==> config.mk <==
export PLATFORM = sky130hd
export DESIGN_NAME = lru_page_replacement_core
export DESIGN_NICKNAME = d
export VERILOG_FILES = /design/src/rtl/lru_pr_pkg.sv /design/src/rtl/lru_pr_select.sv /design/src/rtl/lru_pr_frame_store.sv /design/src/rtl/lru_page_replacement_core.sv
export VERILOG_INCLUDE_DIRS = /design/src /design/src/rtl
export SDC_FILE = /design/constraint.sdc
export NUM_CORES = 1
export LEC_CHECK = 0
export BUFFER_PORTS_ARGS = -buffer_cell sky130_fd_sc_hd__clkbuf_2
export CAP_MARGIN = 30
export CORE_MARGIN = 2
export CORE_UTILIZATION = 55
export CTS_BUF_LIST = sky130_fd_sc_hd__clkbuf_4 sky130_fd_sc_hd__clkbuf_8
export CTS_CLUSTER_SIZE = 12
export DETAILED_ROUTE_END_ITERATION = 10
export HOLD_SLACK_MARGIN = 0.15
export PLACE_DENSITY_LB_ADDON = 0.3
export SLEW_MARGIN = 0
export SYNTH_ARGS = -nofsm -noshare
export SYNTH_HDL_FRONTEND = slang
export SYNTH_SLANG_ARGS = --single-unit
==> constraint.sdc <==
create_clock -name clk_i -period 13 [get_ports clk_i]
set_input_delay 2.6 -clock clk_i [delete_from_list [all_inputs] [get_ports clk_i]]
set_output_delay 2.6 -clock clk_i [all_outputs]
set_load 0.005 [all_outputs]
==> src/rtl/lru_page_replacement_core_assert.svh <==
// Assertion macros for the LRU page replacement core.
`ifndef LRU_PAGE_REPLACEMENT_CORE_ASSERT_SVH
`define LRU_PAGE_REPLACEMENT_CORE_ASSERT_SVH
`ifndef SYNTHESIS
`define LRU_PR_ASSERT_CLK(lbl, clk, rstn, prop, msg) \
  lbl: assert property (@(posedge clk) disable iff (!rstn) prop) else $error(msg);
`define LRU_PR_ASSERT(lbl, prop, msg) \
  `LRU_PR_ASSERT_CLK(lbl, clk_i, rst_ni, prop, msg)
`else
`define LRU_PR_ASSERT_CLK(lbl, clk, rstn, prop, msg)
`define LRU_PR_ASSERT(lbl, prop, msg)
`endif
`endif

==> src/rtl/lru_pr_pkg.sv <==
// Types and constants shared by the LRU page replacement modules.
package lru_pr_pkg;

  localparam int MAX_FRAMES = 8;
  localparam int PAGE_BITS  = 16;
  localparam int IDX_W      = 3;
  localparam int RANK_W     = 3;
  localparam int CFG_W      = 4;
  localparam int CNT_W      = 32;

  localparam logic [CFG_W-1:0] FramesInUseReset = CFG_W'(8);

  typedef logic [PAGE_BITS-1:0] page_t;
  typedef logic [RANK_W-1:0]    rank_t;
  typedef logic [IDX_W-1:0]     idx_t;
  typedef logic [CNT_W-1:0]     cnt_t;

  // Outcome of one lookup, applied to the frame store on commit
  typedef struct packed {
    logic  hit;
    logic  fill;
    logic  evict;
    idx_t  slot;
    rank_t old_rank;
    page_t evicted_page;
  } decision_t;

endpackage

==> src/rtl/lru_pr_select.sv <==
// Tag compare, empty-frame search and LRU victim choice for one reference.
module lru_pr_select (
  input  lru_pr_pkg::page_t                                page_i,
  input  logic [lru_pr_pkg::CFG_W-1:0]                     frames_in_use_i,
  input  lru_pr_pkg::page_t [lru_pr_pkg::MAX_FRAMES-1:0]   frame_page_i,
  input  logic [lru_pr_pkg::MAX_FRAMES-1:0]                frame_valid_i,
  input  lru_pr_pkg::rank_t [lru_pr_pkg::MAX_FRAMES-1:0]   frame_rank_i,
  output lru_pr_pkg::decision_t                            dec_o
);

  logic [lru_pr_pkg::CFG_W-1:0]      used;
  logic [lru_pr_pkg::MAX_FRAMES-1:0] in_use;
  logic                              hit, empty;
  lru_pr_pkg::idx_t                  hit_slot, empty_slot, lru_slot;
  lru_pr_pkg::rank_t                 lru_rank;

  always_comb begin
    if (frames_in_use_i == '0) begin
      used = lru_pr_pkg::CFG_W'(1);
    end else if (frames_in_use_i > lru_pr_pkg::CFG_W'(lru_pr_pkg::MAX_FRAMES)) begin
      used = lru_pr_pkg::CFG_W'(lru_pr_pkg::MAX_FRAMES);
    end else begin
      used = frames_in_use_i;
    end
    for (int i = 0; i < lru_pr_pkg::MAX_FRAMES; i++) begin
      in_use[i] = lru_pr_pkg::CFG_W'(i) < used;
    end
  end

  // Lowest index wins: duplicates can exist after frames_in_use shrinks and grows
  always_comb begin
    hit        = 1'b0;
    hit_slot   = '0;
    empty      = 1'b0;
    empty_slot = '0;
    lru_slot   = '0;
    lru_rank   = frame_rank_i[0];
    for (int i = 0; i < lru_pr_pkg::MAX_FRAMES; i++) begin
      if (!hit && in_use[i] && frame_valid_i[i] && frame_page_i[i] == page_i) begin
        hit      = 1'b1;
        hit_slot = lru_pr_pkg::IDX_W'(i);
      end
      if (!empty && in_use[i] && !frame_valid_i[i]) begin
        empty      = 1'b1;
        empty_slot = lru_pr_pkg::IDX_W'(i);
      end
      if (i > 0 && in_use[i] && frame_rank_i[i] > lru_rank) begin
        lru_rank = frame_rank_i[i];
        lru_slot = lru_pr_pkg::IDX_W'(i);
      end
    end
  end

  always_comb begin
    dec_o              = '0;
    dec_o.hit          = hit;
    if (hit) begin
      dec_o.slot     = hit_slot;
      dec_o.old_rank = frame_rank_i[hit_slot];
    end else if (empty) begin
      dec_o.fill = 1'b1;
      dec_o.slot = empty_slot;
    end else begin
      dec_o.evict        = 1'b1;
      dec_o.slot         = lru_slot;
      dec_o.old_rank     = lru_rank;
      dec_o.evicted_page = frame_page_i[lru_slot];
    end
  end

endmodule

==> src/rtl/lru_pr_frame_store.sv <==
// Frame registers: page, valid bit and recency rank, updated on commit.
module lru_pr_frame_store (
  input  logic                                             clk_i,
  input  logic                                             rst_ni,
  input  logic                                             commit_i,
  input  lru_pr_pkg::page_t                                page_i,
  input  lru_pr_pkg::decision_t                            dec_i,
  output lru_pr_pkg::page_t [lru_pr_pkg::MAX_FRAMES-1:0]   frame_page_o,
  output logic [lru_pr_pkg::MAX_FRAMES-1:0]                frame_valid_o,
  output lru_pr_pkg::rank_t [lru_pr_pkg::MAX_FRAMES-1:0]   frame_rank_o
);

  lru_pr_pkg::page_t [lru_pr_pkg::MAX_FRAMES-1:0] page_q, page_d;
  logic [lru_pr_pkg::MAX_FRAMES-1:0]              valid_q, valid_d;
  lru_pr_pkg::rank_t [lru_pr_pkg::MAX_FRAMES-1:0] rank_q, rank_d;

  // Touched frame goes to rank 0; valid frames younger than it age by one.
  // A fill ages every valid frame.
  always_comb begin
    page_d  = page_q;
    valid_d = valid_q;
    rank_d  = rank_q;
    if (commit_i) begin
      for (int i = 0; i < lru_pr_pkg::MAX_FRAMES; i++) begin
        if (lru_pr_pkg::IDX_W'(i) == dec_i.slot) begin
          rank_d[i] = '0;
          if (!dec_i.hit) begin
            page_d[i]  = page_i;
            valid_d[i] = 1'b1;
          end
        end else if (valid_q[i] && (dec_i.fill || rank_q[i] < dec_i.old_rank)) begin
          rank_d[i] = lru_pr_pkg::RANK_W'(rank_q[i] + 1'b1);
        end
      end
    end
  end

  always_ff @(posedge clk_i or negedge rst_ni) begin
    if (!rst_ni) begin
      valid_q <= '0;
      rank_q  <= '0;
    end else begin
      valid_q <= valid_d;
      rank_q  <= rank_d;
    end
  end

  always_ff @(posedge clk_i) begin
    page_q <= page_d;
  end

  assign frame_page_o  = page_q;
  assign frame_valid_o = valid_q;
  assign frame_rank_o  = rank_q;

endmodule

==> src/rtl/lru_page_replacement_core.sv <==
// Top level of the fully associative LRU page replacement core.
//
//  channel  | handshake               | payload
//  ---------+-------------------------+---------------------------------------------
//  in       | in_valid_i / in_ready_o | page_number_i
//  out      | out_valid_o/out_ready_i | was_hit_o frame_index_o evicted_valid_o
//           |                         | evicted_page_o fault_total_o hit_total_o
//  cfg      | cfg_valid_i/cfg_ready_o | cfg_data_i (frames_in_use)
//
// One reference per cycle while the output is not stalled: input register, one
// pass of compare/select/rank update, then the result register, which loads
// the outcome of that pass whenever the output is free.
// Valid bits and ranks are cleared at reset; no clearing pass is needed.
// A stalled output holds the result; the input register still takes one
// more transaction, after which in_ready_o follows out_ready_i.
`include "lru_page_replacement_core_assert.svh"
module lru_page_replacement_core (
  input  logic                             clk_i,
  input  logic                             rst_ni,
  input  logic                             in_valid_i,
  output logic                             in_ready_o,
  input  lru_pr_pkg::page_t                page_number_i,
  output logic                             out_valid_o,
  input  logic                             out_ready_i,
  output logic                             was_hit_o,
  output lru_pr_pkg::idx_t                 frame_index_o,
  output logic                             evicted_valid_o,
  output lru_pr_pkg::page_t                evicted_page_o,
  output lru_pr_pkg::cnt_t                 fault_total_o,
  output lru_pr_pkg::cnt_t                 hit_total_o,
  input  logic                             cfg_valid_i,
  output logic                             cfg_ready_o,
  input  logic [lru_pr_pkg::CFG_W-1:0]     cfg_data_i
);

  logic                         s_valid_q;
  lru_pr_pkg::page_t            s_page_q;
  logic                         out_valid_q;
  logic                         hit_q, evict_q;
  lru_pr_pkg::idx_t             slot_q;
  lru_pr_pkg::page_t            evicted_page_q;
  lru_pr_pkg::cnt_t             faults_q, faults_d, hits_q, hits_d;
  logic [lru_pr_pkg::CFG_W-1:0] fiu_q;

  logic                                            out_free, adv;
  lru_pr_pkg::decision_t                           dec;
  lru_pr_pkg::page_t [lru_pr_pkg::MAX_FRAMES-1:0]  frame_page;
  logic [lru_pr_pkg::MAX_FRAMES-1:0]               frame_valid;
  lru_pr_pkg::rank_t [lru_pr_pkg::MAX_FRAMES-1:0]  frame_rank;

  assign out_free    = !out_valid_q || out_ready_i;
  assign adv         = s_valid_q && out_free;
  assign in_ready_o  = !s_valid_q || out_free;
  assign cfg_ready_o = 1'b1;

  always_ff @(posedge clk_i or negedge rst_ni) begin
    if (!rst_ni) begin
      fiu_q <= lru_pr_pkg::FramesInUseReset;
    end else if (cfg_valid_i) begin
      fiu_q <= cfg_data_i;
    end
  end

  always_ff @(posedge clk_i or negedge rst_ni) begin
    if (!rst_ni) begin
      s_valid_q <= 1'b0;
    end else if (in_ready_o) begin
      s_valid_q <= in_valid_i;
    end
  end

  always_ff @(posedge clk_i) begin
    if (in_ready_o && in_valid_i) begin
      s_page_q <= page_number_i;
    end
  end

  lru_pr_select u_select (
    .page_i          (s_page_q),
    .frames_in_use_i (fiu_q),
    .frame_page_i    (frame_page),
    .frame_valid_i   (frame_valid),
    .frame_rank_i    (frame_rank),
    .dec_o           (dec)
  );

  lru_pr_frame_store u_frames (
    .clk_i         (clk_i),
    .rst_ni        (rst_ni),
    .commit_i      (adv),
    .page_i        (s_page_q),
    .dec_i         (dec),
    .frame_page_o  (frame_page),
    .frame_valid_o (frame_valid),
    .frame_rank_o  (frame_rank)
  );

  // Saturating totals
  always_comb begin
    faults_d = faults_q;
    hits_d   = hits_q;
    if (dec.hit) begin
      if (hits_q != '1) hits_d = hits_q + 1'b1;
    end else begin
      if (faults_q != '1) faults_d = faults_q + 1'b1;
    end
  end

  always_ff @(posedge clk_i or negedge rst_ni) begin
    if (!rst_ni) begin
      out_valid_q <= 1'b0;
      faults_q    <= '0;
      hits_q      <= '0;
    end else if (adv) begin
      out_valid_q <= 1'b1;
      faults_q    <= faults_d;
      hits_q      <= hits_d;
    end else if (out_ready_i) begin
      out_valid_q <= 1'b0;
    end
  end

  always_ff @(posedge clk_i) begin
    if (adv) begin
      hit_q          <= dec.hit;
      evict_q        <= dec.evict;
      slot_q         <= dec.slot;
      evicted_page_q <= dec.evicted_page;
    end
  end

  assign out_valid_o     = out_valid_q;
  assign was_hit_o       = hit_q;
  assign frame_index_o   = slot_q;
  assign evicted_valid_o = evict_q;
  assign evicted_page_o  = evicted_page_q;
  assign fault_total_o   = faults_q;
  assign hit_total_o     = hits_q;

  `LRU_PR_ASSERT(a_hit_no_evict, out_valid_q |-> !(hit_q && evict_q), "hit result also evicts")
  `LRU_PR_ASSERT(a_evict_page_zero,
                 (out_valid_q && !evict_q) |-> (evicted_page_q == '0),
                 "evicted page not zero without eviction")
  `LRU_PR_ASSERT(a_fill_grows,
                 (adv && dec.fill) |=>
                   ($countones(frame_valid) == $countones($past(frame_valid)) + 1),
                 "fill did not set one valid bit")
  `LRU_PR_ASSERT(a_hit_count,
                 (adv && dec.hit) |=> ((hits_q == $past(hits_q) + 1'b1) || (hits_q == '1)),
                 "hit total not advanced")

endmodule
==> impl_results.md <==
- Critical Path Most Common Cell: ha_1
- Seq/Total Area, Yosys: 51.77%
- Root Buffer: clkbuf_8
- Post-synthesis async set-or-reset flop share: 38.20%
- Avg WL per Cell: 22.75 um
- Drt pass-1 iters: 6
- Max frequency: 0.08381 GHz
- Vias per inst: 6.312
- First-pass GRT wire length: 62010 um
- WL final: 39740 um
- Top-count cell post-synth: edfxtp_1
- Yosys top cell area share: 34.16%
- Crit path max fanout: 17
- Die area: 27690 um^2
- Row count: 59
- Startpoint Class: flop
- Initial antenna violation count: 0
- Setup WS post-layout: 1.068 ns
- TritonCTS clock tree: done
- Core area: 25980 um^2
- Synthesis Warnings: 0
- Setup CP Type: flop to flop
- Layout cells sized above 1: 20.25%
- Number of I/O port buffers: roughly 110
- Die height: around 170 um
- RSZ-0062 raised after global routing: false
- Top cells by count, synth: edfxtp_1, xnor2_1, dfrtp_1
- Max cap viols: 0
- Final Hold Fails: 0
- Dpl cells: 1664
- Largest delay contributor family on the critical path: simple AND/OR/NAND/NOR gates
- Drt first-iter violations: approximately 1300
- Post-DRT Antenna Nets: 0
- Relative slew slack: 37.54%
- CTS Sinks: 267
- Synth Cell Area: 14500 um^2
- Post-Syn Nets: approximately 1300
- Final Skew: ~0.036 ns
- Area growth from synthesis to layout: 12.52%
- GRT Total Usage: 28.67%
- # diodes: 0
- Dpl hpwl: 28340 um
- Final Slew Violations: 0
- Met3 usage: under 10%
- DRC Markers: 0
- Final nets: 1425
- Hold Path Class: flop to flop
- CP max stage delay: 0.55 ns
- Via total after detailed routing: 11030
- Met2 Use GR: 42.08%
- Synth top area cells: edfxtp_1, dfrtp_1, xnor2_1
- GP Congestion: 1.005
- DIE WIDTH: 166.4 um
- Fin area: 16320 um^2
- CP Capture Type: flop
- Placed Area: 15370 um^2
- Required time worst endpoint: ~13 ns
- Met1 usage: 42.13%
- Leading area contributor after synthesis: edfxtp_1
- Final setup viols: 0
- Crit path DAT: 12.15 ns
- Number of synthesized register bits: 267
- Register clock-pin slew on the reported worst setup and hold paths: 0.06 ns
- Syn Inst Count: 1257
- Worst-margin pin slew: 0.9251 ns
- Worst-Skew Late Latency: around 0.58 ns
- Avg Cell Area, Syn: 11.54 um^2
- Number of synthesized flops with an enable pin: between 150 and 200
- GRT overflow: 0
- Vias in the first global route: between 10000 and 15000
- # Post-CTS Setup Buffers: 0
- CP max stage cell: a21oi_1
- Cell variety after synth: 85
- Clock buffer depth: 3
- I/O pin cnt: 113
- Cts bufs inserted: 44
- Global route hottest layer: met1
- Crit path buf inv count: 5
- Fin cells: 1747
- Starting density of the core: 55.82%
- Tmin final: roughly 12 ns
- Place WS: 1.133 ns
- Share of the clock period used by the worst path: 91.78%
- Top FF cell, synth: edfxtp_1
- H-tree depth: 2
- Largest net degree at the start of global routing: 72
- Setup_tns: 0 ns
- Status: complete, no violations
[layer usage]
| layer | up-vias | routed length, um |
|---|---|---|
| li1 | 4938 | - |
| met5 | - | 0 |
| met4 | 0 | 1367 |
| met2 | 609 | 17400 |
| met3 | 100 | 4087 |
| met1 | 5380 | 16880 |
[what timing repair did]
item / in CTS / in global routing
resized for setup: 0 / 1
setup endpoints to repair: 0 / 16
hold buffers: 0 / 0
[final timing paths]
| check | to | depth (start not counted) | slack [ns] | from |
|---|---|---|---|---|
| worst max-delay path | u_frames.frame_page_o[115]$_DFFE_PP_ | 52 | 1.07 | u_frames.frame_rank_o[2]$_DFFE_PN0P_ |
| worst min-delay path | hit_total_o[30]$_DFFE_PN0P_ | 1 | 0.48 | hit_total_o[30]$_DFFE_PN0P_ |
| worst max register to register | u_frames.frame_page_o[115]$_DFFE_PP_ | 52 | 1.07 | u_frames.frame_rank_o[2]$_DFFE_PN0P_ |
| worst min register to register | hit_total_o[30]$_DFFE_PN0P_ | 1 | 0.48 | hit_total_o[30]$_DFFE_PN0P_ |
| max in group asynchronous | hit_total_o[16]$_DFFE_PN0P_ | 2 | 9.76 | rst_ni |
| min in group asynchronous | u_frames.frame_valid_o[7]$_DFFE_PN0P_ | 1 | 1.98 | rst_ni |
[registers in the layout, indices dropped and copies added (netlist names)]
signal                  count
u_frames.frame_valid_o      8
evicted_page_o             16
s_page_q                   16
u_frames.frame_rank_o      24
evicted_valid_o             1
u_frames.frame_page_o     128
frame_index_o               3
fiu_q                       4
out_valid_o                 1
was_hit_o                   1
s_valid_q                   1
fault_total_o              32
hit_total_o                32
[layout by cell type, fill, tap and decap left out, types with 8 or more instances in the layout]
master and n:
edfxtp_1 165, xnor2_1 113, clkbuf_2 110, dfrtp_1 101, nand2_1 98, xor2_1 75
nor2_1 58, nand3_1 55, o21ai_0 46, nand4_1 46, clkbuf_8 44, a21oi_1 38
inv_1 33, mux4_2 32, nor3_1 30, and3_1 26, ha_1 23, nor4_1 22
a22o_1 17, buf_4 17, and2_1 13, or2_2 13, clkbuf_4 13, o211ai_1 12
clkinv_1 12, nand2b_1 10, mux2_2 9, a211o_1 8, a31o_2 8, a21o_1 8
or4_1 8, o22ai_1 8
[kinds of logic (layout without fill, tap and decap cells)]
family / after synthesis / count (layout) / share of synthesized area [%]
AOI/OAI and AO/OA: 204 / 204 / 9.843
xor gates and xnor gates: 188 / 188 / 11.35
adders and majority gates: 27 / 27 / 2.260
buffers and inverters: 90 / 245 / 2.700
DFF: 267 / 267 / 51.77
muxes: 48 / 48 / 6.151
other: 1 / 1 / 0.02586
and+or+nand+nor: 432 / 432 / 15.90
[stage by stage]
stage	util (%)	hold WS, ns
after floorplan	-	0.4569
after global placement	59.12	0.4681
after detailed placement	59.15	0.4755
after CTS	62.61	0.4894
after global routing	62.80	0.4967
final	62.80	0.4849
[area by class of cell]
| type | count | area [um^2] |
|---|---|---|
| fillers | 2047 | 9666 |
| well taps | 335 | 419.2 |
| clock buffers | 57 | 703.2 |
| flip-flops and latches | 267 | 7508 |
| multi-input cells | 900 | 6635 |
| clock inverters | 24 | 193.9 |
| repair buffers | 129 | 728.2 |
| inverters | 35 | 131.4 |
Power is left out: the tool's default activity adds up to more than one toggle a clock period on the data nets, which glitch-free logic cannot reach.
